### src/rtl/core/mlas_pkg.sv
package mlas_pkg;

    typedef enum logic [1:0] {
        MODE_IDLE    = 2'd0,
        MODE_INTERIM = 2'd1,
        MODE_BUZZ    = 2'd2,
        MODE_WAIT    = 2'd3
    } mode_t;

    typedef enum logic [2:0] {
        CFG_LIGHT_JUMP  = 3'd0,
        CFG_ACCEL_LIMIT = 3'd1,
        CFG_GYRO_LIMIT  = 3'd2,
        CFG_BUZZ_TICKS  = 3'd3,
        CFG_WAIT_TICKS  = 3'd4
    } cfg_idx_t;

    localparam int CFG_IDX_W   = 3;
    localparam int CFG_DATA_W  = 18;
    localparam int JUMP_W      = 18;
    localparam int LIMIT_W     = 16;
    localparam int TICK_W      = 8;
    localparam int LIMIT_SQ_W  = 2 * (LIMIT_W + 1);
    localparam int LUX_DIV     = 100;
    localparam int OUT_TDATA_W = 8;
    localparam int QUEUE_DEPTH = 8;

    localparam logic [JUMP_W-1:0]  LIGHT_JUMP_RST  = 18'd300;
    localparam logic [LIMIT_W-1:0] ACCEL_LIMIT_RST = 16'd200;
    localparam logic [LIMIT_W-1:0] GYRO_LIMIT_RST  = 16'd20000;
    localparam logic [TICK_W-1:0]  BUZZ_TICKS_RST  = 8'd8;
    localparam logic [TICK_W-1:0]  WAIT_TICKS_RST  = 8'd16;

    typedef struct packed {
        logic [JUMP_W-1:0]  light_jump;
        logic [LIMIT_W-1:0] accel_limit;
        logic [LIMIT_W-1:0] gyro_limit;
        logic [TICK_W-1:0]  buzz_ticks;
        logic [TICK_W-1:0]  wait_ticks;
    } cfg_t;

    // classification of one sample as the front hands it to the back
    typedef struct packed {
        logic motion;
        logic light_ok;
    } sample_flags_t;

endpackage

### src/rtl/core/mlas_front.sv
module mlas_front #(
    parameter int MOTION_WIDTH = 16,
    parameter int LIGHT_WIDTH  = 24,
    localparam int LL_W        = LIGHT_WIDTH - 6
) (
    input  logic                              aclk,
    input  logic                              aresetn,
    input  logic                              in_valid,
    input  logic [LIGHT_WIDTH-1:0]            light_raw,
    input  logic                              light_ok,
    input  logic [2:0][MOTION_WIDTH-1:0]      accel,
    input  logic [2:0][MOTION_WIDTH-1:0]      gyro,
    input  mlas_pkg::cfg_t                    cfg,
    output logic                              out_valid,
    output mlas_pkg::sample_flags_t           out_flags,
    output logic [LL_W-1:0]                   out_light,
    output logic [1:0]                        busy_cnt
);

    // x / 100 as (x * ceil(2^SHIFT / 100)) >> SHIFT, exact for LIGHT_WIDTH-bit x
    localparam int SHIFT  = LIGHT_WIDTH + 7;
    localparam int PROD_W = 2 * LIGHT_WIDTH + 1;
    localparam logic [LIGHT_WIDTH:0] RECIP = (LIGHT_WIDTH + 1)'(
        ((64'd1 << SHIFT) + 64'(mlas_pkg::LUX_DIV) - 64'd1) / 64'(mlas_pkg::LUX_DIV));
    localparam int SQ_W  = 2 * MOTION_WIDTH;
    localparam int SUM_W = SQ_W + 2;
    localparam int CMP_W = (SUM_W > mlas_pkg::LIMIT_SQ_W) ? SUM_W : mlas_pkg::LIMIT_SQ_W;
    localparam int LIM1_W = mlas_pkg::LIMIT_W + 1;

    logic [mlas_pkg::LIMIT_SQ_W-1:0] accel_sq_reg, gyro_sq_reg;
    logic [LIM1_W-1:0]               accel_lim1, gyro_lim1;

    logic                            s1_v_reg, s2_v_reg, s3_v_reg;
    logic [2:0][MOTION_WIDTH-1:0]    s1_acc_reg, s1_gyr_reg;
    logic [PROD_W-1:0]               s1_prod_reg;
    logic                            s1_ok_reg, s2_ok_reg;
    logic [2:0][SQ_W-1:0]            s2_acc_reg, s2_gyr_reg;
    logic [LL_W-1:0]                 s2_light_reg, s3_light_reg;
    mlas_pkg::sample_flags_t         s3_flags_reg;

    logic [2:0][MOTION_WIDTH-1:0]    acc_abs, gyr_abs;
    logic [PROD_W-1:0]               prod;
    logic [2:0][SQ_W-1:0]            acc_sq, gyr_sq;
    logic [SUM_W-1:0]                acc_sum, gyr_sum;
    logic                            motion_hit;

    // limit squares are registered from the config registers and follow them in the next cycle
    assign accel_lim1 = LIM1_W'(cfg.accel_limit) + LIM1_W'(1);
    assign gyro_lim1  = LIM1_W'(cfg.gyro_limit) + LIM1_W'(1);

    always_ff @(posedge aclk) begin
        accel_sq_reg <= mlas_pkg::LIMIT_SQ_W'(accel_lim1) * mlas_pkg::LIMIT_SQ_W'(accel_lim1);
        gyro_sq_reg  <= mlas_pkg::LIMIT_SQ_W'(gyro_lim1) * mlas_pkg::LIMIT_SQ_W'(gyro_lim1);
    end

    always_comb begin
        for (int i = 0; i < 3; i++) begin
            acc_abs[i] = accel[i][MOTION_WIDTH-1] ? (~accel[i] + 1'b1) : accel[i];
            gyr_abs[i] = gyro[i][MOTION_WIDTH-1]  ? (~gyro[i] + 1'b1)  : gyro[i];
        end
        for (int i = 0; i < 3; i++) begin
            acc_sq[i] = SQ_W'(s1_acc_reg[i]) * SQ_W'(s1_acc_reg[i]);
            gyr_sq[i] = SQ_W'(s1_gyr_reg[i]) * SQ_W'(s1_gyr_reg[i]);
        end
    end

    assign prod = PROD_W'(light_raw) * PROD_W'(RECIP);

    assign acc_sum = SUM_W'(s2_acc_reg[0]) + SUM_W'(s2_acc_reg[1]) + SUM_W'(s2_acc_reg[2]);
    assign gyr_sum = SUM_W'(s2_gyr_reg[0]) + SUM_W'(s2_gyr_reg[1]) + SUM_W'(s2_gyr_reg[2]);
    assign motion_hit = (CMP_W'(acc_sum) >= CMP_W'(accel_sq_reg)) ||
                        (CMP_W'(gyr_sum) >= CMP_W'(gyro_sq_reg));

    always_ff @(posedge aclk) begin
        if (!aresetn) begin
            s1_v_reg <= 1'b0;
            s2_v_reg <= 1'b0;
            s3_v_reg <= 1'b0;
        end else begin
            s1_v_reg <= in_valid;
            s2_v_reg <= s1_v_reg;
            s3_v_reg <= s2_v_reg;
        end
    end

    always_ff @(posedge aclk) begin
        s1_acc_reg   <= acc_abs;
        s1_gyr_reg   <= gyr_abs;
        s1_prod_reg  <= prod;
        s1_ok_reg    <= light_ok;
        s2_acc_reg   <= acc_sq;
        s2_gyr_reg   <= gyr_sq;
        s2_light_reg <= s1_prod_reg[SHIFT +: LL_W];
        s2_ok_reg    <= s1_ok_reg;
        s3_light_reg <= s2_light_reg;
        s3_flags_reg.motion   <= motion_hit;
        s3_flags_reg.light_ok <= s2_ok_reg;
    end

    assign out_valid = s3_v_reg;
    assign out_flags = s3_flags_reg;
    assign out_light = s3_light_reg;
    assign busy_cnt  = 2'(s1_v_reg) + 2'(s2_v_reg) + 2'(s3_v_reg);

endmodule

### config.mk
export PLATFORM = sky130hd
export DESIGN_NAME = mlas_front
export DESIGN_NICKNAME = d
export VERILOG_FILES = /design/src/rtl/core/mlas_pkg.sv /design/src/rtl/core/mlas_front.sv
export SDC_FILE = /design/constraint.sdc
export NUM_CORES = 2
export LEC_CHECK = 0
export ABC_CLOCK_PERIOD_IN_PS = 19900
export BUFFER_PORTS_ARGS = -buffer_cell sky130_fd_sc_hd__buf_2
export CORE_MARGIN = 2
export CORE_UTILIZATION = 40
export CTS_BUF_LIST = sky130_fd_sc_hd__clkbuf_4 sky130_fd_sc_hd__clkbuf_8 sky130_fd_sc_hd__clkbuf_16
export CTS_CLUSTER_DIAMETER = 120
export CTS_CLUSTER_SIZE = 16
export DETAILED_ROUTE_END_ITERATION = 7
export PLACE_DENSITY_LB_ADDON = 0.25
export SLEW_MARGIN = 20
export SYNTH_ARGS = -nofsm -noshare
export SYNTH_HDL_FRONTEND = slang
export SYNTH_SLANG_ARGS = --single-unit
### constraint.sdc
create_clock -name aclk -period 19.9 [get_ports aclk]
set_input_delay 0.995 -clock aclk [delete_from_list [all_inputs] [get_ports aclk]]
set_output_delay 0.995 -clock aclk [all_outputs]
set_load 0.05 [all_outputs]
==> results.json <==
{
  "grt_pass1_wl_mm": 325.7,
  "min_period_ns": 9.234,
  "fin_nets": 12171,
  "track_usage_pct": 18.59,
  "layout-drive-gt1-share_pct": 3.337,
  "synth_seq_cells": 409,
  "drv_cap": 0,
  "min_path_type": "flop to flop",
  "yosysUniqueCellTypes": 80,
  "layout_commonest_cell": "inv_1",
  "grt_max_degree": 19,
  "seq_area_frac_synth_pct": 9.713,
  "routabilityCongestion": 0.8888,
  "grt_setup_unrepaired": "false",
  "place_ws_ns": 10.04,
  "worstMarginPinSlew_ns": 1.071,
  "grt_overflow": 0,
  "portBuffers": 178,
  "maxSlewViolCount": 0,
  "slew_headroom_pct": 28.33,
  "htreeDepth": 2,
  "layout_common_cells": "inv_1, fa_1, ha_1",
  "setup_viol": 0,
  "max_clock_freq_mhz": 108.3,
  "cp_num_buf_inv": 7,
  "cts_tree": "done",
  "vias_per_cell": 4.863,
  "dieWidth_um": 463.1,
  "start_kind": "input pin",
  "path_clk_slew_ns": 0.08,
  "drc_errors": 0,
  "synth_edf_count": 0,
  "setup_ws_ns": 10.67,
  "crit_slowest_cell": "a2111oi_0",
  "cts_setup_buffers": 0,
  "io_pins": 213,
  "detail_route.first_pass.iterations": 5,
  "syn_area_mm2": 0.08430,
  "die-area_mm2": 0.2144,
  "crit_fanout": 11,
  "initial_utilization_pct": 40.22,
  "vias": 58300,
  "endpoint_kind": "flop",
  "antenna_found_initial": 16,
  "ys_warn_count": 0,
  "initialDrtViolationCount": 2820,
  "cts_buffers": 34,
  "die_h_um": 463.1,
  "grt_pass1_vias": 64119,
  "core_mm2": 0.2096,
  "synthFlopType": "dfxtp_1",
  "fillers": 20759,
  "critPathKind": "input pin to flop",
  "insertion_delay_ns": 0.63,
  "avgSynthCellArea_um2": 9.336,
  "cpMostUsedCell": "fa_1",
  "cts.path.max_buffers": 3,
  "drt-total-wl_mm": 191.9,
  "cts_root_buf": "clkbuf_16",
  "slowest_delay_ns": 0.87,
  "post_drt_wl_per_cell_um": 16.01,
  "seq_area_mm2": 0.008188,
  "timing.final.crit_share_pct": 46.40,
  "synthArstFlopShare_pct": 0,
  "hold_viol_final": 0,
  "synthCells": 9029,
  "cts.sink_count": 409,
  "dpl.hpwl_mm": 165.9,
  "synthToLayoutAreaGrowth_pct": 6.241,
  "critPathArrivalTime_ns": 9.78,
  "clock-skew-final_ns": 0.03461,
  "fin_tns_setup_ns": 0,
  "status": "finished clean",
  "crit_family": "adder cells",
  "final_antenna_net_count": 0,
  "rows": 168,
  "ctsResizeCount": 0,
  "hold_buffers": 0,
  "critical_path_required_ns": 20.45,
  "multi_input_area_mm2": 0.06657
}
final cells by class:
type                            instances  share of cell area [%]
Clock inverter                         10                  0.1649
Timing Repair Buffer                  206                   1.229
Antenna cell                           14                 0.03912
Multi-Input combinational cell       6077                   74.33
Tap cell                             2805                   3.919
Sequential cell                       409                   9.143
Inverter                             2431                   10.19
Clock buffer                           37                  0.9891
worst register-to-register path: cells and delay by family, from the launching register on:
family / cells / cell delay, ns
adders and majority gates: 7 / 3.44
and+or+nand+nor: 3 / 1.13
AOI/OAI and AO/OA: 6 / 0.92
DFF: 1 / 0.79
buffers and inverters: 6 / 0.73
xor gates and xnor gates: 1 / 0.15
Yosys cell counts (6+ instances only):
cell type / instances / area share (%)
o21a_1: 50 / 0.45
o31ai_1: 32 / 0.28
nor4_1: 14 / 0.10
nor2_1: 400 / 1.8
nor3_1: 69 / 0.41
nor3b_1: 9 / 0.080
nand3_1: 75 / 0.45
nand2b_1: 58 / 0.43
a31o_2: 6 / 0.062
a31oi_1: 32 / 0.24
nand2_1: 647 / 2.9
o31a_1: 7 / 0.073
xnor2_1: 319 / 3.3
a211o_1: 12 / 0.12
nand4_1: 45 / 0.33
a21boi_0: 12 / 0.11
xor2_1: 129 / 1.3
a2111oi_0: 10 / 0.10
a21o_1: 175 / 1.6
a211oi_1: 23 / 0.20
o21bai_1: 46 / 0.41
o41ai_1: 13 / 0.14
o211ai_1: 14 / 0.12
o2111ai_1: 8 / 0.083
fa_1: 1634 / 39
or4_1: 12 / 0.11
o22a_1: 6 / 0.062
clkbuf_1: 137 / 0.61
or2_2: 27 / 0.20
clkinv_1: 9 / 0.040
mux2_2: 6 / 0.080
nor2b_1: 71 / 0.53
o21ai_0: 172 / 1.0
a221oi_1: 7 / 0.073
dfxtp_1: 409 / 9.7
and3_1: 44 / 0.33
ha_1: 1188 / 18
or3_1: 23 / 0.17
nor4b_1: 6 / 0.062
and2_1: 308 / 2.3
nand3b_1: 10 / 0.089
a21oi_1: 260 / 1.5
o311ai_0: 8 / 0.083
inv_1: 2421 / 11
metrics by stage:
step | hold slack [ns] | cell area, µm² | cells | util (%)
floorplan | 0.3096 | 84400 | 9057 | -
global placement | 0.3126 | 88480 | 11928 | 42.22
detailed placement | 0.3121 | 88490 | 11928 | 42.22
CTS | 0.3185 | 89520 | 11975 | 42.72
global route | 0.3327 | 89550 | 11988 | 42.73
finish | 0.3186 | 89560 | 11989 | 42.73
path summary, 6_finish.rpt:
check	depth (start not counted)	to	slack, ns	startpoint
setup / recovery	29	accel_sq_reg[33]	10.67	cfg[32]
setup reg to reg	23	s2_gyr_reg[31]	12.62	s1_gyr_reg[7]
hold reg to reg	0	out_light[14]	0.32	s2_light_reg[14]
hold / removal	0	out_light[14]	0.32	s2_light_reg[14]
routing by layer:
| layer | vias to the layer above | wire length, µm | track usage (%) |
|---|---|---|---|
| li1 | 27779 | - | - |
| met3 | 234 | 8363 | 1.963 |
| met4 | 2 | 5790 | 5.234 |
| met5 | - | 11 | 0 |
| met1 | 29211 | 83900 | 24.47 |
| met2 | 1074 | 93850 | 32.28 |
cells by family (layout without fill, tap and decap cells):
family	count (synthesis)	count (layout)	synth area share, %
other	2	44	0.008909
and+or+nand+nor	1833	1833	10.40
adders and majority gates	2822	2822	56.44
DFF	409	409	9.713
muxes	8	8	0.1039
xor gates and xnor gates	448	448	4.655
AOI/OAI and AO/OA	936	936	7.224
buffers and inverters	2571	2684	11.45
Power is left out: the tool's default activity adds up to more than one toggle a clock period on the data nets, which glitch-free logic cannot reach.
