$ cat config.mk
export PLATFORM = sky130hd
export DESIGN_NAME = mlas_fifo
export DESIGN_NICKNAME = d
export VERILOG_FILES = /design/src/rtl/core/mlas_fifo.sv
export SDC_FILE = /design/constraint.sdc
export NUM_CORES = 1
export LEC_CHECK = 0
export BUFFER_PORTS_ARGS = -buffer_cell sky130_fd_sc_hd__buf_4
export CAP_MARGIN = 15
export CORE_MARGIN = 10
export CORE_UTILIZATION = 35
export DETAILED_ROUTE_END_ITERATION = 6
export PLACE_DENSITY_LB_ADDON = 0.05
export SYNTH_ARGS = -nofsm -noshare
export SYNTH_HDL_FRONTEND = slang
export SYNTH_SLANG_ARGS = --single-unit
export TNS_END_PERCENT = 1
$ cat constraint.sdc
create_clock -name aclk -period 3.76 [get_ports aclk]
set_clock_uncertainty 0.15 [all_clocks]
set_input_delay 0.188 -clock aclk [delete_from_list [all_inputs] [get_ports aclk]]
set_output_delay 0.188 -clock aclk [all_outputs]
set_load 0.05 [all_outputs]
$ cat src/rtl/core/mlas_fifo.sv
module mlas_fifo #(
    parameter int WIDTH = 20,
    parameter int DEPTH = 8,
    localparam int AW   = $clog2(DEPTH)
) (
    input  logic             aclk,
    input  logic             aresetn,
    input  logic             push,
    input  logic [WIDTH-1:0] push_data,
    input  logic             pop,
    output logic [WIDTH-1:0] pop_data,
    output logic             not_empty,
    output logic [AW:0]      count
);

    logic [WIDTH-1:0] mem_reg [DEPTH];
    logic [AW-1:0]    wr_ptr_reg, rd_ptr_reg;
    logic [AW:0]      count_reg, count_next;

    assign count_next = count_reg + (AW + 1)'(push) - (AW + 1)'(pop);

    always_ff @(posedge aclk) begin
        if (!aresetn) begin
            wr_ptr_reg <= '0;
            rd_ptr_reg <= '0;
            count_reg  <= '0;
        end else begin
            if (push) begin
                wr_ptr_reg <= wr_ptr_reg + 1'b1;
            end
            if (pop) begin
                rd_ptr_reg <= rd_ptr_reg + 1'b1;
            end
            count_reg <= count_next;
        end
    end

    always_ff @(posedge aclk) begin
        if (push) begin
            mem_reg[wr_ptr_reg] <= push_data;
        end
    end

    assign pop_data  = mem_reg[rd_ptr_reg];
    assign not_empty = (count_reg != '0);
    assign count     = count_reg;

endmodule

==> results of run 1 <==
worst max-delay path, cell delays in order (launching register included):
cell	delay, ps
dfxtp_2	390
buf_4	560
mux4_1	650
mux2_2	300
buf_4	200
how the worst min path moves through the flow:
stage / start / to / slack, ps / depth (start not counted)
floorplan: push_data[0] / mem_reg[0][0]$_DFFE_PP_ / 140 / 0
global placement: push_data[16] / mem_reg[5][16]$_DFFE_PP_ / 270 / 1
detailed placement: push_data[5] / mem_reg[2][5]$_DFFE_PP_ / 280 / 1
CTS: push_data[10] / mem_reg[7][10]$_DFFE_PP_ / 380 / 2
global route: push_data[5] / mem_reg[2][5]$_DFFE_PP_ / 390 / 2
finish: push_data[6] / mem_reg[4][6]$_DFFE_PP_ / 390 / 2
routing by layer:
layer / vias up / GRT usage [%] / wire length [um] / part of all wire, %
li1: 1426 / - / - / -
met1: 1601 / 13.1 / 6150 / 47
met2: 52 / 16.8 / 6530 / 49
met3: 4 / 3.36 / 432 / 3.3
met4: 0 / 3.66 / 104 / 0.79
met5: - / 0 / 0 / 0
cells by family after synthesis:
family	after synthesis	synth area share [%]
adders and majority gates	8	1.59
xor gates and xnor gates	5	0.645
DFF	173	74.6
buffers and inverters	19	1.60
AOI/OAI and AO/OA	2	0.184
and+or+nand+nor	28	2.12
muxes	63	19.2
final cells by class:
cell class / count / area share, %
Tap cell: 260 / 3.90
Timing Repair Buffer: 78 / 7.74
Clock inverter: 15 / 2.20
Sequential cell: 173 / 60.7
Inverter: 7 / 0.315
Multi-Input combinational cell: 106 / 20.0
Clock buffer: 17 / 5.10
per-stage QoR:
stage | hold WS, ps | utilization (%) | area [um^2] | cells | setup slack, ps
final | 395 | 44.2 | 8340 | 656 | 876
after global routing | 389 | 44.2 | 8340 | 656 | 777
after CTS | 382 | 44.2 | 8340 | 656 | 805
after detailed placement | 277 | 39.7 | 7490 | 600 | 1280
after global placement | 270 | 39.7 | 7490 | 600 | 1290
after floorplan | 137 | - | 6790 | 298 | 1290
layout by cell type, fill, tap and decap left out:
cell	count
a21o_1	1
a21oi_1	1
and2_1	7
buf_4	54
bufinv_16	3
clkbuf_16	17
clkinv_1	1
clkinv_2	1
clkinv_4	4
clkinvlp_4	2
dfxtp_1	12
dfxtp_2	1
dlygate4sd3_1	24
edfxtp_1	160
fa_1	1
ha_1	7
inv_1	7
inv_6	4
mux2_2	20
mux2i_1	3
mux4_1	40
nand2_1	5
nand2b_1	4
nand3_1	1
nor2_4	6
nor2b_1	3
nor3_2	2
xnor2_1	3
xor2_1	2
what timing repair did:
action / CTS / global route
endpoints found under the hold margin: 173 / 0
setup buffers: 0 / 0
hold buffers: 24 / 0
power by group:
| group | internal, mW | leakage [nW] | switching (mW) |
|---|---|---|---|
| Sequential | 2.17 | 1.56 | 0.0260 |
| Combinational | 0.259 | 0.962 | 0.396 |
| Clock | 1.05 | 0.292 | 0.720 |
==> run metrics, run 1 <==
Startpoint Class=flop; Syn Std Cell Area=6790 um^2; CTS resizes=0; Largest register FFs=160; Core ar.=18900 um^2; top cell type's share of synthesized area=70.8%; first-pass GRT wire length=19.8 mm; GP Congestion=0.633; TritonCTS clock tree=done; Post-synth top cells=edfxtp_1, mux4_1, mux2_2; clock transition at the registers of the reported paths=60 ps; maximum operating frequency=0.347 GHz; synth unique cells=22; vias in the first global route=3321; clock buffer depth=2; RSZ-0062 raised after global routing=no; DRT Wirelength=13.2 mm; top cells by area, synth=edfxtp_1, mux4_1, dfxtp_1, mux2_2, ha_1; final hold vios=0; TritonCTS Sinks=173; Fill cells=1655; fin crit period=2880 ps; Total GRT Usage=10.5%; crit path kind=flop to output port; reg-to-reg endpoint=mem_reg[1][15]$_DFFE_PP_; Pwr Total=4.62 mW; EDFF count, synth=160; Critical Path Sink=pop_data[15]; htree depth=4; CTS Root Buffer Type=clkbuf_16; Setup Viol. Count Final=0; Port-buffer cells=48; Slew headroom=41.2%; Syn-to-layout area delta=22.9%; synth warn=0; drt first pass iters=4; Main synth FF type=edfxtp_1; drt first-iter violations=89; number of synthesized register bits=173; Initial Utilization=35.9%; Syn Area/Cell=22.8 um^2; Max Transition Viols Final=0; FF-to-FF setup slack=1810 ps; number of remaining DRC errors=0; count leader, synth=edfxtp_1; layout cells sized above 1=28.8%; Mapped Cells=298; Die X=159 um; row count=50; io pins=49; grt total ovfl=0; post-synthesis async set-or-reset flop share=0%; Ant. Diodes=0; dpl hpwl=7.05 mm; cell leakage power=2.82 nW; register area=5070 um^2; register area share after synthesis=74.6%; largest net degree at the start of global routing=41; ANT nets after route=0; worst vdd ir=0.327 mV; Yosys top cell by area=edfxtp_1; critical path arrival=2550 ps; R2R cell count=2; r2r startpoint=wr_ptr_reg[0]$_SDFFE_PN0P_; Syn Nets=330; max cap viols=0; total CTS buffers=17; Min-Delay Path Class=input pin to flop; Critical Path Sink Type=output port; outcome=finished, final reports clean; die area=25400 um^2; number of antenna violations at the first check in global routing=0; vias per inst=4.70; Worst Path Required=3420 ps; Post-Route Setup TNS=0 ps; Final period util=76.7%; cell area power density=554 nW/um^2; Final nets=415; Clock Latency Late Sink=420 ps; via count=3083; Die H=159 um; CP Max Fanout=36; worst slew pin tran=880 ps; multi-input logic area=1670 um^2; routed len/inst=20.1 um
(Power assumes the default switching activity.)
==> run 2: changes to the inputs <==
==> constraint.sdc (replaced) <==
create_clock -name aclk -period 2.8 [get_ports aclk]
set_clock_uncertainty 0.15 [all_clocks]
set_input_delay 0.14 -clock aclk [delete_from_list [all_inputs] [get_ports aclk]]
set_output_delay 0.14 -clock aclk [all_outputs]
set_load 0.05 [all_outputs]
==> run 2 against run 1 <==
  * Critical endpoint is now pop_data[5]
  * Final cell count grew 1.5%
  * Highest routed layer unchanged
  * Critical path type unchanged
  * Via count is 1.4% higher
  * Register-to-register slack worse by 890 ps
  * Non-clock buffer count grew 9
==> run metrics, run 2 (synthesized netlist as in run 1, its figures left out) <==
outcome=finished, final reports clean (unchanged); critical path arrival=2140 ps (was 2550 ps); Core ar.=18900 um^2 (unchanged); htree depth=4 (unchanged); Die X=159 um (unchanged); drt first-iter violations=121 (was 89); row count=50 (unchanged); dpl hpwl=7.59 mm (was 7.05 mm); cell leakage power=2.88 nW (was 2.82 nW); Setup Viol. Count Final=0 (unchanged); Min-Delay Path Class=input pin to flop (unchanged); Final nets=424 (was 415); first-pass GRT wire length=20.3 mm (was 19.8 mm); TritonCTS Sinks=173 (unchanged); max cap viols=0 (unchanged); layout cells sized above 1=29.4% (was 28.8%); ANT nets after route=0 (unchanged); drt first pass iters=4 (unchanged); GP Congestion=0.658 (was 0.633); final hold vios=0 (unchanged); Max Transition Viols Final=0 (unchanged); commonest non-fill, non-tap cell in the layout=edfxtp_1 (unchanged); commonest non-fill, non-tap cells in the layout=edfxtp_1, buf_4, mux4_1 (unchanged); Die H=159 um (unchanged); CP Max Fanout=40 (was 36); worst vdd ir=0.453 mV (was 0.327 mV); Final period util=86.8%; worst slew pin tran=652 ps (was 880 ps); Slew headroom=56.5% (was 41.2%); Post-Route Setup TNS=0 ps (unchanged); routed len/inst=20.1 um (about the same); number of antenna violations at the first check in global routing=1 (was 0); Min Hold Slack=349 ps (was 395 ps); grt total ovfl=0 (unchanged); vias in the first global route=3375 (was 3321); Clock Latency Late Sink=420 ps (about the same); via count=3125 (was 3083); Port-buffer cells=48 (unchanged); fin util=44.7% (was 44.2%); Critical Path Sink Type=output port (unchanged); DRT Wirelength=13.4 mm (was 13.2 mm); RSZ-0062 raised after global routing=no (unchanged); clock buffer depth=2 (unchanged); maximum operating frequency=0.412 GHz; number of remaining DRC errors=0 (unchanged); Initial Utilization=35.9% (unchanged); Total GRT Usage=10.7% (was 10.5%); fin crit period=2430 ps; largest net degree at the start of global routing=41 (unchanged); Largest register FFs=160 (unchanged); Worst Path Required=2510 ps (was 3420 ps); crit path kind=flop to output port (unchanged); TritonCTS clock tree=done (unchanged); vias per inst=4.69 (was 4.70); cell area power density=738 nW/um^2 (was 554 nW/um^2); die area=25400 um^2 (unchanged); Syn-to-layout area delta=24.6% (was 22.9%); CTS Root Buffer Type=clkbuf_16 (unchanged); io pins=49 (unchanged); Startpoint Class=flop (unchanged); Setup Fix Bufs, Post-CTS=0 (unchanged); clock transition at the registers of the reported paths=60 ps (about the same); total CTS buffers=17 (unchanged)
run 2: cell count changes in the layout (fill, tap and decap cells not counted), sizes merged:
| cell | change |
|---|---|
| buf | +9 |
| inv | -4 |
| clkbuf | +3 |
| diode | +1 |
| bufinv | +1 |
run 2: where the power goes:
group / internal, mW / switching [mW] / leakage [nW]
sequential: 2.91 / 0.0318 / 1.56
combinational: 0.357 / 0.537 / 1.03
clock: 1.49 / 0.912 / 0.289
run 2: layout make-up:
cell class,instances,area (um^2)
fillers,1682,10400
multi-input cells,106,1640
flip-flops and latches,173,5070
diodes,1,2.50
clock inverters,12,170
inverters,7,26.3
well taps,260,325
clock buffers,20,437
repair buffers,87,788
run 2: worst paths after layout:
path                              startpoint                       end  slack (ps)  cells past startpoint
setup / recovery                        flop               pop_data[5]         370                      4
hold / removal                 push_data[12]  mem_reg[3][12]$_DFFE_PP_         350                      2
setup reg to reg  wr_ptr_reg[0]$_SDFFE_PN0P_   mem_reg[1][4]$_DFFE_PP_         920                      3
hold reg to reg   rd_ptr_reg[1]$_SDFFE_PN0P_                      flop         420                      2
run 2: layer usage:
layer,vias up,track usage [%],share of wire [%]
li1,1439,-,-
met1,1632,14.1,49
met2,45,16.6,47
met3,9,3.33,3.1
met4,0,3.29,1.0
met5,-,0,0
run 2: worst max-delay path, cell delays in order (launching register included):
cell,delay (ps)
dfxtp_2,340
buf_12,290
mux4_1,610
mux2_2,300
buf_4,190
run 2: metrics by stage:
| step | total power [mW] | setup WS [ps] | cell area (um^2) | std cells |
|---|---|---|---|---|
| after detailed placement | 3.88 | 769 | 7600 | 609 |
| after global routing | 6.49 | 277 | 8450 | 665 |
| after global placement | 3.88 | 762 | 7600 | 609 |
| after floorplan | 3.60 | 331 | 6790 | 298 |
| final | 6.24 | 370 | 8450 | 666 |
| after CTS | 6.32 | 316 | 8450 | 665 |
run 2: what timing repair did:
action | CTS | global route
endpoints found under the hold margin | 173 | 0
resized for setup | 0 | 0
hold buffers | 24 | 0
==> run 3: changes to the inputs <==
--- a/config.mk
+++ b/config.mk
@@ -7,6 +7,7 @@
 export LEC_CHECK = 0
 export BUFFER_PORTS_ARGS = -buffer_cell sky130_fd_sc_hd__buf_4
 export CAP_MARGIN = 15
+export CORE_ASPECT_RATIO = 1.75
 export CORE_MARGIN = 10
 export CORE_UTILIZATION = 35
 export DETAILED_ROUTE_END_ITERATION = 6
==> run 3 against run 2 <==
  * Critical endpoint is now pop_data[4]
  * Non-clock buffer count unchanged
  * Final cell count shrank 3.0%
  * Core utilization shrank 1.2 points
  * Highest routed layer unchanged
  * Setup slack lost 71 ps
  * Worst hold slack worse by 16 ps
  * Sequential share of layout area is 0.87 points higher
==> run metrics, run 3 (synthesized netlist as in run 1, its figures left out) <==
cell area power density=722 nW/um^2 (was 738 nW/um^2); die area=25600 um^2 (was 25400 um^2); DRT Wirelength=13.8 mm (was 13.4 mm); dpl hpwl=8.23 mm (was 7.59 mm); multi-input logic area=1640 um^2 (unchanged); vias in the first global route=3532 (was 3375); Setup Viol. Count Final=0 (unchanged); register area=5070 um^2 (unchanged); Post-Route Setup TNS=0 ps (unchanged); commonest non-fill, non-tap cells in the layout=edfxtp_1, buf_4, mux4_1 (unchanged); Initial Utilization=35.5% (was 35.9%); Final nets=424 (unchanged); Pwr Total=6.02 mW (was 6.24 mW); Core ar.=19100 um^2 (was 18900 um^2); outcome=finished, final reports clean (unchanged); Slew headroom=69.8% (was 56.5%); Final period util=89.3% (was 86.8%); hold path depth=2 (unchanged); clock buffer depth=2 (unchanged); maximum operating frequency=0.400 GHz (was 0.412 GHz); max cap viols=0 (unchanged); Design Area, Final=8330 um^2 (was 8450 um^2); via count=3174 (was 3125); commonest non-fill, non-tap cell in the layout=edfxtp_1 (unchanged); Global Route met2 Usage=19.8% (was 16.6%); Critical Path Sink Type=output port (unchanged); ANT nets after route=0 (unchanged); clock transition at the registers of the reported paths=70 ps (was 60 ps); row count=67 (was 50); number of remaining DRC errors=0 (unchanged); CTS Root Buffer Type=clkbuf_16 (unchanged); Startpoint Class=flop (unchanged); worst vdd ir=0.368 mV (was 0.453 mV); fin crit period=2500 ps (was 2430 ps); drt first-iter violations=133 (was 121); number of antenna violations at the first check in global routing=0 (was 1); RSZ-0062 raised after global routing=no (unchanged); Max Transition Viols Final=0 (unchanged); routed len/inst=21.3 um (was 20.1 um); TritonCTS clock tree=done (unchanged); Min Hold Slack=333 ps (was 349 ps); first-pass GRT wire length=21.3 mm (was 20.3 mm); busiest grt layer=met2 (unchanged); total CTS buffers=17 (unchanged); CP Max Fanout=20 (was 40); crit path kind=flop to output port (unchanged); Worst Path Required=2510 ps (about the same); htree depth=4 (unchanged); final hold vios=0 (unchanged); critical path arrival=2210 ps (was 2140 ps); Clock Latency Late Sink=420 ps (about the same); Die H=204 um (was 159 um); setup slack after layout=299 ps (was 370 ps); Ant. Diodes=0 (was 1); Min-Delay Path Class=input pin to flop (unchanged); Fill cells=1737 (was 1682); DP Worst Slack=708 ps (was 769 ps); worst slew pin tran=453 ps (was 652 ps); largest net degree at the start of global routing=28 (was 41); Port-buffer cells=48 (unchanged); R2R cell count=8 (was 3); Setup Fix Bufs, Post-CTS=0 (unchanged); Area after DPL=7540 um^2 (was 7600 um^2); grt total ovfl=0 (unchanged); Total GRT Usage=11.2% (was 10.7%); Die X=125 um (was 159 um); GR Util met3=2.73% (was 3.33%); layout cells sized above 1=29.6% (was 29.4%); met1 Use GR=12.6% (was 14.1%); GP Congestion=0.695 (was 0.658); drt first pass iters=5 (was 4); vias per inst=4.91 (was 4.69); TritonCTS Sinks=173 (unchanged); io pins=49 (unchanged); Largest register FFs=160 (unchanged); Syn-to-layout area delta=22.8% (was 24.6%); cell leakage power=2.83 nW (was 2.88 nW)
## run 3: cell count changes in the layout (fill, tap and decap cells not counted), moves of 2 or more
cell	delta
buf_12	-3
buf_4	+3
bufinv_16	-3
inv_6	+3
clkbuf_1	-2
clkinvlp_4	+2
## run 3: metal layers
| metal | share of wire (%) | routed length, um | vias up |
|---|---|---|---|
| met5 | 0 | 0 | - |
| met2 | 55 | 7620 | 50 |
| met1 | 40 | 5570 | 1666 |
| met3 | 3.2 | 441 | 15 |
| met4 | 1.1 | 156 | 0 |
| li1 | - | - | 1443 |
## run 3: path summary, 6_finish.rpt
kind,to,start,slack (ps)
worst max register to register,count[2]$_SDFF_PN0_,count[0]$_SDFF_PN0_,940
worst min-delay path,mem_reg[3][5]$_DFFE_PP_,push_data[5],330
worst min register to register,flop,rd_ptr_reg[1]$_SDFFE_PN0P_,430
worst max-delay path,pop_data[4],flop,300
## run 3: worst max-delay path, cell delays in order, from the launching register on
cell	delay, ps
dfxtp_2	320
buf_4	350
mux4_1	620
mux2_2	300
buf_4	190
## run 3: power by group
group	switching [mW]	leakage [nW]	internal [mW]	total, mW
clock network	0.960	0.256	1.22	2.18
registers	0.0330	1.56	2.91	2.95
logic	0.534	1.02	0.354	0.887
## run 3: cell type report
cell class	count	area share, %
inverter	7	0.315
timing repair buffer	87	9.01
sequential	173	60.8
multi-input combinational	106	19.7
clock inverter	14	1.44
tap	241	3.62
clock buffer	18	5.15
## run 3: repair_timing
item	in CTS	in global routing
hold buffers	24	0
resized for setup	0	0
hold endpoints to repair	173	0
## run 3: per-stage QoR
step,instances,utilization [%]
CTS,646,43.6
finish,646,43.6
detailed placement,590,39.5
global placement,590,39.5
global route,646,43.6
floorplan,298,-
