### src/rtl/core/mlas_pkg.sv
package mlas_pkg;

    typedef enum logic [1:0] {
        MODE_IDLE    = 2'd0,
        MODE_INTERIM = 2'd1,
        MODE_BUZZ    = 2'd2,
        MODE_WAIT    = 2'd3
    } mode_t;

    typedef enum logic [2:0] {
        CFG_LIGHT_JUMP  = 3'd0,
        CFG_ACCEL_LIMIT = 3'd1,
        CFG_GYRO_LIMIT  = 3'd2,
        CFG_BUZZ_TICKS  = 3'd3,
        CFG_WAIT_TICKS  = 3'd4
    } cfg_idx_t;

    localparam int CFG_IDX_W   = 3;
    localparam int CFG_DATA_W  = 18;
    localparam int JUMP_W      = 18;
    localparam int LIMIT_W     = 16;
    localparam int TICK_W      = 8;
    localparam int LIMIT_SQ_W  = 2 * (LIMIT_W + 1);
    localparam int LUX_DIV     = 100;
    localparam int OUT_TDATA_W = 8;
    localparam int QUEUE_DEPTH = 8;

    localparam logic [JUMP_W-1:0]  LIGHT_JUMP_RST  = 18'd300;
    localparam logic [LIMIT_W-1:0] ACCEL_LIMIT_RST = 16'd200;
    localparam logic [LIMIT_W-1:0] GYRO_LIMIT_RST  = 16'd20000;
    localparam logic [TICK_W-1:0]  BUZZ_TICKS_RST  = 8'd8;
    localparam logic [TICK_W-1:0]  WAIT_TICKS_RST  = 8'd16;

    typedef struct packed {
        logic [JUMP_W-1:0]  light_jump;
        logic [LIMIT_W-1:0] accel_limit;
        logic [LIMIT_W-1:0] gyro_limit;
        logic [TICK_W-1:0]  buzz_ticks;
        logic [TICK_W-1:0]  wait_ticks;
    } cfg_t;

    // classification of one sample as the front hands it to the back
    typedef struct packed {
        logic motion;
        logic light_ok;
    } sample_flags_t;

endpackage

### src/rtl/core/mlas_back.sv
module mlas_back #(
    parameter int LL_W = 18
) (
    input  logic                    aclk,
    input  logic                    aresetn,
    input  logic                    in_valid,
    input  mlas_pkg::sample_flags_t in_flags,
    input  logic [LL_W-1:0]         in_light,
    output logic                    in_ready,
    input  mlas_pkg::cfg_t          cfg,
    output logic                    m_valid,
    output mlas_pkg::mode_t         m_mode,
    output logic                    m_buzz,
    input  logic                    m_ready
);

    localparam int DW = (LL_W > mlas_pkg::JUMP_W) ? LL_W : mlas_pkg::JUMP_W;

    mlas_pkg::mode_t              mode_reg, mode_next;
    logic [LL_W-1:0]              last_reg, last_next;
    logic                         known_reg, known_next;
    logic                         change_reg, change_next;
    logic [mlas_pkg::TICK_W-1:0]  ticks_reg, ticks_next;
    logic                         m_valid_reg;
    mlas_pkg::mode_t              m_mode_reg;
    logic                         m_buzz_reg;

    logic                         pop;
    logic [LL_W-1:0]              diff;
    logic                         jump;
    logic                         done;

    assign pop  = in_valid && (!m_valid_reg || m_ready);
    assign diff = (in_light >= last_reg) ? (in_light - last_reg) : (last_reg - in_light);
    assign jump = in_flags.light_ok && known_reg && (DW'(diff) >= DW'(cfg.light_jump));
    // zero ticks behaves as one
    assign done = (ticks_reg <= mlas_pkg::TICK_W'(1));

    always_comb begin
        mode_next   = mode_reg;
        last_next   = last_reg;
        known_next  = known_reg;
        change_next = change_reg;
        ticks_next  = ticks_reg;
        if (mode_reg != mlas_pkg::MODE_IDLE && in_flags.light_ok) begin
            last_next  = in_light;
            known_next = 1'b1;
        end
        case (mode_reg)
            mlas_pkg::MODE_IDLE: begin
                if (in_flags.motion) begin
                    mode_next  = mlas_pkg::MODE_INTERIM;
                    known_next = 1'b0;
                end
            end
            mlas_pkg::MODE_INTERIM: begin
                if (jump) begin
                    change_next = 1'b0;
                    known_next  = 1'b0;
                    mode_next   = mlas_pkg::MODE_BUZZ;
                    ticks_next  = cfg.buzz_ticks;
                end
            end
            mlas_pkg::MODE_BUZZ: begin
                if (jump) begin
                    change_next = 1'b1;
                end
                if (done) begin
                    ticks_next = '0;
                    if (change_reg || jump) begin
                        // back to idle, and this sample is checked for motion too
                        if (in_flags.motion) begin
                            mode_next  = mlas_pkg::MODE_INTERIM;
                            known_next = 1'b0;
                        end else begin
                            mode_next = mlas_pkg::MODE_IDLE;
                        end
                    end else begin
                        mode_next  = mlas_pkg::MODE_WAIT;
                        ticks_next = cfg.wait_ticks;
                    end
                end else begin
                    ticks_next = ticks_reg - 1'b1;
                end
            end
            mlas_pkg::MODE_WAIT: begin
                if (jump) begin
                    change_next = 1'b1;
                end
                if (done) begin
                    mode_next  = mlas_pkg::MODE_BUZZ;
                    ticks_next = cfg.buzz_ticks;
                end else begin
                    ticks_next = ticks_reg - 1'b1;
                end
            end
            default: begin
                mode_next = mlas_pkg::MODE_IDLE;
            end
        endcase
    end

    always_ff @(posedge aclk) begin
        if (!aresetn) begin
            mode_reg    <= mlas_pkg::MODE_IDLE;
            last_reg    <= '0;
            known_reg   <= 1'b0;
            change_reg  <= 1'b0;
            ticks_reg   <= '0;
            m_valid_reg <= 1'b0;
        end else begin
            if (pop) begin
                mode_reg   <= mode_next;
                last_reg   <= last_next;
                known_reg  <= known_next;
                change_reg <= change_next;
                ticks_reg  <= ticks_next;
            end
            if (pop) begin
                m_valid_reg <= 1'b1;
            end else if (m_ready) begin
                m_valid_reg <= 1'b0;
            end
        end
    end

    always_ff @(posedge aclk) begin
        if (pop) begin
            m_mode_reg <= mode_next;
            m_buzz_reg <= (mode_next == mlas_pkg::MODE_BUZZ);
        end
    end

    assign in_ready = pop;
    assign m_valid  = m_valid_reg;
    assign m_mode   = m_mode_reg;
    assign m_buzz   = m_buzz_reg;

endmodule

### config.mk
export PLATFORM = sky130hd
export DESIGN_NAME = mlas_back
export DESIGN_NICKNAME = d
export VERILOG_FILES = /design/src/rtl/core/mlas_pkg.sv /design/src/rtl/core/mlas_back.sv
export SDC_FILE = /design/constraint.sdc
export NUM_CORES = 1
export LEC_CHECK = 0
export BUFFER_PORTS_ARGS = -buffer_cell sky130_fd_sc_hd__buf_2
export CAP_MARGIN = 20
export CORE_MARGIN = 2
export CORE_UTILIZATION = 55
export CTS_CLUSTER_DIAMETER = 40
export DETAILED_ROUTE_END_ITERATION = 16
export PLACE_DENSITY = 0.87
export SLEW_MARGIN = 20
export SYNTH_ARGS = -nofsm -noshare
export SYNTH_HDL_FRONTEND = slang
export SYNTH_SLANG_ARGS = --single-unit
### constraint.sdc
create_clock -name aclk -period 13.7 [get_ports aclk]
set_input_delay 2.055 -clock aclk [delete_from_list [all_inputs] [get_ports aclk]]
set_output_delay 2.055 -clock aclk [all_outputs]
set_load 0.1 [all_outputs]
==> results of run 1 <==
-- worst max-delay path by stage --
stage	cells after the start	end	from	slack (ns)
3_3_place_gp	21	m_buzz	in_light[0]	5.92
3_5_place_dp	21	m_buzz	in_light[0]	5.82
5_1_grt	21	m_buzz	in_light[0]	5.66
2_1_floorplan	21	m_buzz	in_light[0]	7.28
4_1_cts	21	m_buzz	in_light[0]	6.11
6_report	21	m_buzz	in_light[0]	5.96
-- routing by layer --
layer  share of wire [%]  wire, um
met1                  44      4554
met4                 2.1       210
met2                  47      4805
met3                 6.5       670
met5                   0         0
-- through the flow --
step / hold slack (ns) / area, um2 / util [%] / total power, mW / instances
2_1_floorplan: 0.4699 / 4168 / - / 0.2017 / 553
3_3_place_gp: 0.4849 / 4476 / 61.38 / 0.2290 / 687
3_5_place_dp: 0.4905 / 4476 / 61.38 / 0.2331 / 687
4_1_cts: 0.5096 / 4571 / 62.68 / 0.3141 / 695
5_1_grt: 0.5380 / 4586 / 62.89 / 0.3356 / 696
6_report: 0.5084 / 4586 / 62.89 / 0.3132 / 696
-- cells in the final DEF (no fill, tap or decap), drive strengths merged, types with 4 or more instances in the layout --
master	instances
buf	64
a21oi	42
mux2i	9
a21o	13
o21ai	52
nand2	50
a31oi	7
dfxtp	31
xnor2	11
inv	62
o21a	15
ha	55
o221a	5
a22oi	5
nor3	6
xor2	8
a211oi	5
and2	28
o21bai	7
a211o	4
o211ai	6
nor2b	5
nand4	9
nor2	23
nand3	6
clkbuf	6
nor4b	6
-- worst reg2reg max path, cell delays in order, from the launching register on --
cell and delay, ns:
dfxtp_1 0.35, ha_1 0.19, inv_1 0.06, fa_1 0.40
a21o_1 0.19, a221o_1 0.34, o211ai_1 0.41, a31oi_2 0.36
buf_4 0.31, mux2i_1 0.23, o41ai_2 0.44, xor2_1 0.16
ha_1 0.32, nand4_1 0.23, nor3_1 0.32, o211ai_1 0.13
o21ai_0 0.59, o21a_1 0.51, o21ai_0 0.19, o2111a_1 0.18
-- Yosys cell counts, types with 3 or more instances --
master	instances	area share [%]
xnor2_1	11	2.3
nand2b_1	3	0.45
o21ai_0	49	5.9
a22oi_1	4	0.72
a211oi_1	5	0.90
o21a_1	15	2.7
and3_1	3	0.45
o221a_1	4	1.1
mux2i_1	9	2.2
and2_1	27	4.1
nor2b_1	5	0.75
inv_1	62	5.6
edfxtp_1	3	2.2
dfxtp_1	31	15
o211ai_1	6	1.1
nor2_1	22	2.0
ha_1	55	17
nand4_1	9	1.4
clkbuf_1	12	1.1
a31oi_1	7	1.1
nor4_1	3	0.45
nor4b_1	6	1.3
nor3_1	6	0.72
xor2_1	8	1.7
nand2_1	50	4.5
a21o_1	12	2.2
nand3b_1	3	0.54
nand3_1	6	0.72
a21oi_1	42	5.0
or3_1	3	0.45
a21boi_0	3	0.54
a211o_1	4	0.84
and4_1	3	0.63
buf_2	13	1.6
o21bai_1	7	1.3
-- area by class of cell --
class,count,area (um2),area share [%]
multi-input cells,429,3090,67.39
flip-flops and latches,34,710.7,15.50
repair buffers,64,332.8,7.258
inverters,62,232.7,5.075
well taps,99,123.9,2.701
clock buffers,6,82.58,1.801
clock inverters,2,12.51,0.2729
-- power by group --
group,switching [mW],internal [mW]
Combinational,0.0754,0.0526
Clock,0.0398,0.0404
Sequential,0.00235,0.103
-- cells by family after synthesis --
family	Yosys count
compound gates	184
xor+xnor	19
fa+ha+maj	57
buf+inv	90
flops	34
mux	12
simple gates	157
==> summary.md, run 1 <==
| Metric | Value |
|---|---|
| Setup tns final | `0 ns` |
| Hold Startpoint | `ticks_reg[5]` |
| Mapped Nets | `700` |
| Critical-path top delay cell | `o21ai_0` |
| Critical-path cell list | `buf_2 -> inv_1 -> ha_1 -> inv_1 -> fa_1 -> a21o_1 -> a221o_1 -> o211ai_1 -> a31oi_2 -> buf_4 -> mux2i_1 -> o41ai_2 -> xor2_1 -> ha_1 -> nand4_1 -> nor3_1 -> o211ai_1 -> o21ai_0 -> o21a_1 -> o21ai_0 -> o2111a_1` |
| Minimum clock period | `7.742 ns` |
| Maximum clock rate | `0.1292 GHz` |
| Die area | `8290 um2` |
| Remaining global-route overflow | `0` |
| Post-Synth Simple-Gate Area | `20.29%` |
| Largest family of logic cells by synthesized area | `compound AO/OA/AOI/OAI gates` |
| Final setup viols | `0` |
| Mapped cell area | `4168 um2` |
| Xor/xnor share of the synthesized area | `3.993%` |
| Synth Area in Compound Gates | `29.18%` |
| Max reg flops | `18` |
| Skew final | `0.009228 ns` |
| First-pass GRT wire length | `17380 um` |
| Number of flops mapped to enable cells by yosys | `3` |
| CTS tree | `yes` |
| Final ANT Viol Nets | `0` |
| Worst path bufs/invs | `4` |
| Pleak | `2.112 nW` |
| Layout area overhead | `10.03%` |
| Die Span Y | `91.05 um` |
| CTS max path bufs | `2` |
| Die W | `91.05 um` |
| Status | `finished clean` |
| Final Max Slew Viols | `0` |
| Max-slew headroom | `51.17%` |
| Resized cells post-CTS | `0` |
| DP HPWL | `8085 um` |
| WL per Instance | `14.71 um` |
| Synth async-reset ratio | `0%` |
| Hold Crit Depth | `1` |
| Worst Tran Pin Value | `0.7248 ns` |
| Dominant synthesized flop cell | `dfxtp_1` |
| Total Routing Usage GR | `24.98%` |
| Hold Crit Class | `reg -> reg` |
| Via count | `4115` |
| FF-to-FF End | `m_buzz` |
| CTS clk-pin slew, worst paths | `0.08 ns` |
| Setup crit end kind | `flip-flop` |
| Crit-path max FO | `14` |
| CP peak stage delay | `0.59 ns` |
| Power Density | `68.30 nW/um2` |
| CORE AREA | `7292 um2` |
| Critical R2R Launch | `last_reg[0]` |
| Tcrit/Tclk final | `56.51%` |
| Initial Utilization | `57.16%` |
| Proportion of layout cells with a drive suffix above 1 | `14.57%` |
| Post-synth cell types | `66` |
| CP top delay family | `compound AO/OA/AOI/OAI gates` |
| Rows | `31` |
| GR peak layer | `met2` |
| Starting DRC count in detailed routing | `294` |
| Routing usage on met2 | `43.52%` |
| Met3 usage | `3.817%` |
| Final net count | `743` |
| Syn_area_per_cell | `7.537 um2` |
| Remaining DRCs | `0` |
| Hold Vio Cnt, Final | `0` |
| CP arrival | `7.79 ns` |
| WL final | `10240 um` |
| TritonCTS Buffers | `5` |
| Total of max-cap violations | `0` |
| CP required | `13.75 ns` |
| #FFs+latches synth | `34` |
| Post-CTS Setup Inserts | `0` |
| Clock Latency Late Sink | `0.29 ns` |
| Fill cells | `669` |
| Root Buffer | `clkbuf_8` |
| Final WS setup | `5.958 ns` |
| WS Path Type | `in -> reg` |
| Number of global-route vias before repair | `3951` |
| R2r setup slk | `7.54 ns` |
| Syn. warnings | `0` |
| Placer Congestion | `0.9694` |
| Startpoint Class | `input pin` |
| IO Port Bufs | `62` |
| Initial antenna violation count | `0` |
| Worst R2R Path Depth | `19` |
| Pin count of the biggest net entering global routing | `37` |
| Sink Count | `34` |
| Sequential fraction of the synthesis area | `17.05%` |
| H-tree Lvls | `2` |
| Post-synthesis cell count | `553` |
| ANT cells | `0` |
| Met1 usage | `31.34%` |
| Drt via density | `5.912` |
| Max VDD drop | `0.00005910 V` |
| Post-Synth Adder-Cell Area | `17.47%` |
| Pre-CTS setup slack | `5.816 ns` |
| Hold endpoint | `ticks_reg[5]` |
| Proportion of synthesized area in mux cells | `3.062%` |
| Top-level port count | `95` |
| DRT Pass-1 Iters | `6` |
| CTS hold repair buffers | `0` |
| RSZ-0062 raised after global routing | `no` |
Note: power is estimated with default switching activity, not from simulation.
==> run 2, diff against run 1 <==
==> constraint.sdc (replaced) <==
create_clock -name aclk -period 7.9 [get_ports aclk]
set_input_delay 1.185 -clock aclk [delete_from_list [all_inputs] [get_ports aclk]]
set_output_delay 1.185 -clock aclk [all_outputs]
set_load 0.1 [all_outputs]
==> summary.md, run 2 (synthesized netlist as in run 1, its figures left out) <==
| Metric | Value |
|---|---|
| CTS clk-pin slew, worst paths | `0.07 ns` |
| Pleak | `2.127 nW` |
| Pin count of the biggest net entering global routing | `37` |
| Sink Count | `34` |
| Status | `finished clean` |
| Total Power | `0.5724 mW` |
| Worst R2R Path Depth | `18` |
| Maximum clock rate | `0.1540 GHz` |
| Die area | `8290 um2` |
| Critical-path cell list | `buf_2 -> inv_1 -> ha_1 -> nand2_1 -> o21ai_0 -> o211ai_1 -> a31oi_2 -> buf_4 -> mux2_4 -> a31oi_1 -> xnor2_1 -> ha_1 -> nand4_1 -> nor3_1 -> o211ai_1 -> o21ai_0 -> buf_4 -> o21a_1 -> o21ai_0 -> o2111a_1` |
| Post-CTS Setup Inserts | `0` |
| Skew final | `0.006539 ns` |
| Via count | `4115` |
| Cell Area, Placed | `4483 um2` |
| Setup tns final | `0 ns` |
| Fin area | `4611 um2` |
| Worst setup path startpoint | `in_light[9]` |
| Worst Tran Pin Value | `0.7557 ns` |
| Remaining global-route overflow | `0` |
| Startpoint Class | `input pin` |
| Final net count | `744` |
| Max reg flops | `18` |
| Root Buffer | `clkbuf_8` |
| Final setup viols | `0` |
| CP top delay family | `compound AO/OA/AOI/OAI gates` |
| CTS hold repair buffers | `0` |
| Final ANT Viol Nets | `0` |
| RSZ-0062 raised after global routing | `no` |
| CP arrival | `6.54 ns` |
| CTS max path bufs | `2` |
| Setup crit end kind | `flip-flop` |
| DRT Pass-1 Iters | `5` |
| Number of global-route vias before repair | `4003` |
| WS Path Type | `in -> reg` |
| Tcrit/Tclk final | `82.22%` |
| CORE AREA | `7292 um2` |
| First-pass GRT wire length | `17730 um` |
| Resized cells post-CTS | `0` |
| Drt via density | `5.912` |
| DP HPWL | `8192 um` |
| Minimum clock period | `6.495 ns` |
| H-tree Lvls | `2` |
| Power Density | `124.2 nW/um2` |
| Initial Utilization | `57.16%` |
| Most frequent cells in the layout | `inv_1, buf_2, ha_1` |
| Remaining DRCs | `0` |
| Starting DRC count in detailed routing | `293` |
| Total Routing Usage GR | `25.42%` |
| Max-slew headroom | `49.46%` |
| Proportion of layout cells with a drive suffix above 1 | `14.57%` |
| Placer Congestion | `0.9710` |
| Die Span Y | `91.05 um` |
| Crit path to | `m_buzz` |
| Hold Vio Cnt, Final | `0` |
| CP peak stage delay | `0.70 ns` |
| Final Max Slew Viols | `0` |
| Initial antenna violation count | `0` |
| TritonCTS Buffers | `5` |
| R2r setup slk | `2.12 ns` |
| Hold Crit Class | `reg -> reg` |
| WL per Instance | `15.03 um` |
| Top-level port count | `95` |
| Hold_ws | `0.5194 ns` |
| Layout area overhead | `10.63%` |
| ANT cells | `0` |
| Critical-path top delay cell | `a31oi_2` |
| Die W | `91.05 um` |
| CP required | `7.94 ns` |
| CTS tree | `yes` |
| Critical R2R Launch | `last_reg[9]` |
| Rows | `31` |
| Crit-path max FO | `14` |
| Most frequent CP cell | `o21ai_0` |
| Max VDD drop | `0.0001085 V` |
| Cell depth of the worst setup path | `20` |
| WL final | `10460 um` |
| Clock Latency Late Sink | `0.29 ns` |
| FF-to-FF End | `m_buzz` |
| Total of max-cap violations | `0` |
| IO Port Bufs | `62` |
| Worst path bufs/invs | `4` |
-- run 2: changes by cell type in the layout (fill, tap and decap cells not counted) --
cell / before / now
buf_4: 1 / 2
bufinv_16: 0 / 1
clkinv_2: 1 / 0
clkinvlp_4: 1 / 0
-- run 2: worst min path at each step --
| stage | slack [ns] | to | cells after the start | start |
|---|---|---|---|---|
| 2_1_floorplan | 0.47 | ticks_reg[5] | 1 | ticks_reg[5] |
| 3_3_place_gp | 0.48 | m_valid | 2 | m_valid |
| 3_5_place_dp | 0.51 | ticks_reg[5] | 1 | ticks_reg[5] |
| 4_1_cts | 0.52 | m_valid | 2 | m_valid |
| 5_1_grt | 0.56 | m_valid | 2 | m_valid |
| 6_report | 0.52 | m_valid | 2 | m_valid |
-- run 2: where the power goes --
group,internal (mW),leakage [nW],switching (mW),total (mW)
combinational,0.0920,1.79,0.133,0.225
clock,0.101,0.0573,0.0646,0.166
sequential,0.178,0.280,0.00422,0.182
-- run 2: cell type report --
| cell class | instances | area, um2 |
|---|---|---|
| Sequential cell | 34 | 710.7 |
| Multi-Input combinational cell | 429 | 3090 |
| Tap cell | 99 | 123.9 |
| Clock buffer | 6 | 82.58 |
| Clock inverter | 1 | 30.03 |
| Fill cell | 695 | 2681 |
| Timing Repair Buffer | 65 | 340.3 |
| Inverter | 62 | 232.7 |
-- run 2: through the flow --
| step | std cells | util [%] | setup slack (ns) |
|---|---|---|---|
| final | 696 | 63.23 | 1.405 |
| after global routing | 696 | 63.23 | 1.098 |
| after CTS | 695 | 63.02 | 1.541 |
| after detailed placement | 688 | 61.48 | 1.268 |
| after global placement | 688 | 61.48 | 1.328 |
| after floorplan | 553 | - | 2.347 |
-- run 2: tightest hold or removal path, stage by stage (launching register included) --
cell and delay [ns]:
dfxtp_1 0.32, nand2b_1 0.08, a21boi_0 0.07
-- run 2: per-layer routing --
layer	up-vias	track usage, %	routed length [um]
met5	-	0	0
met4	0	5.808	164
met2	156	45.12	5036
met3	19	3.237	709
met1	1891	32.72	4552
li1	2049	-	-
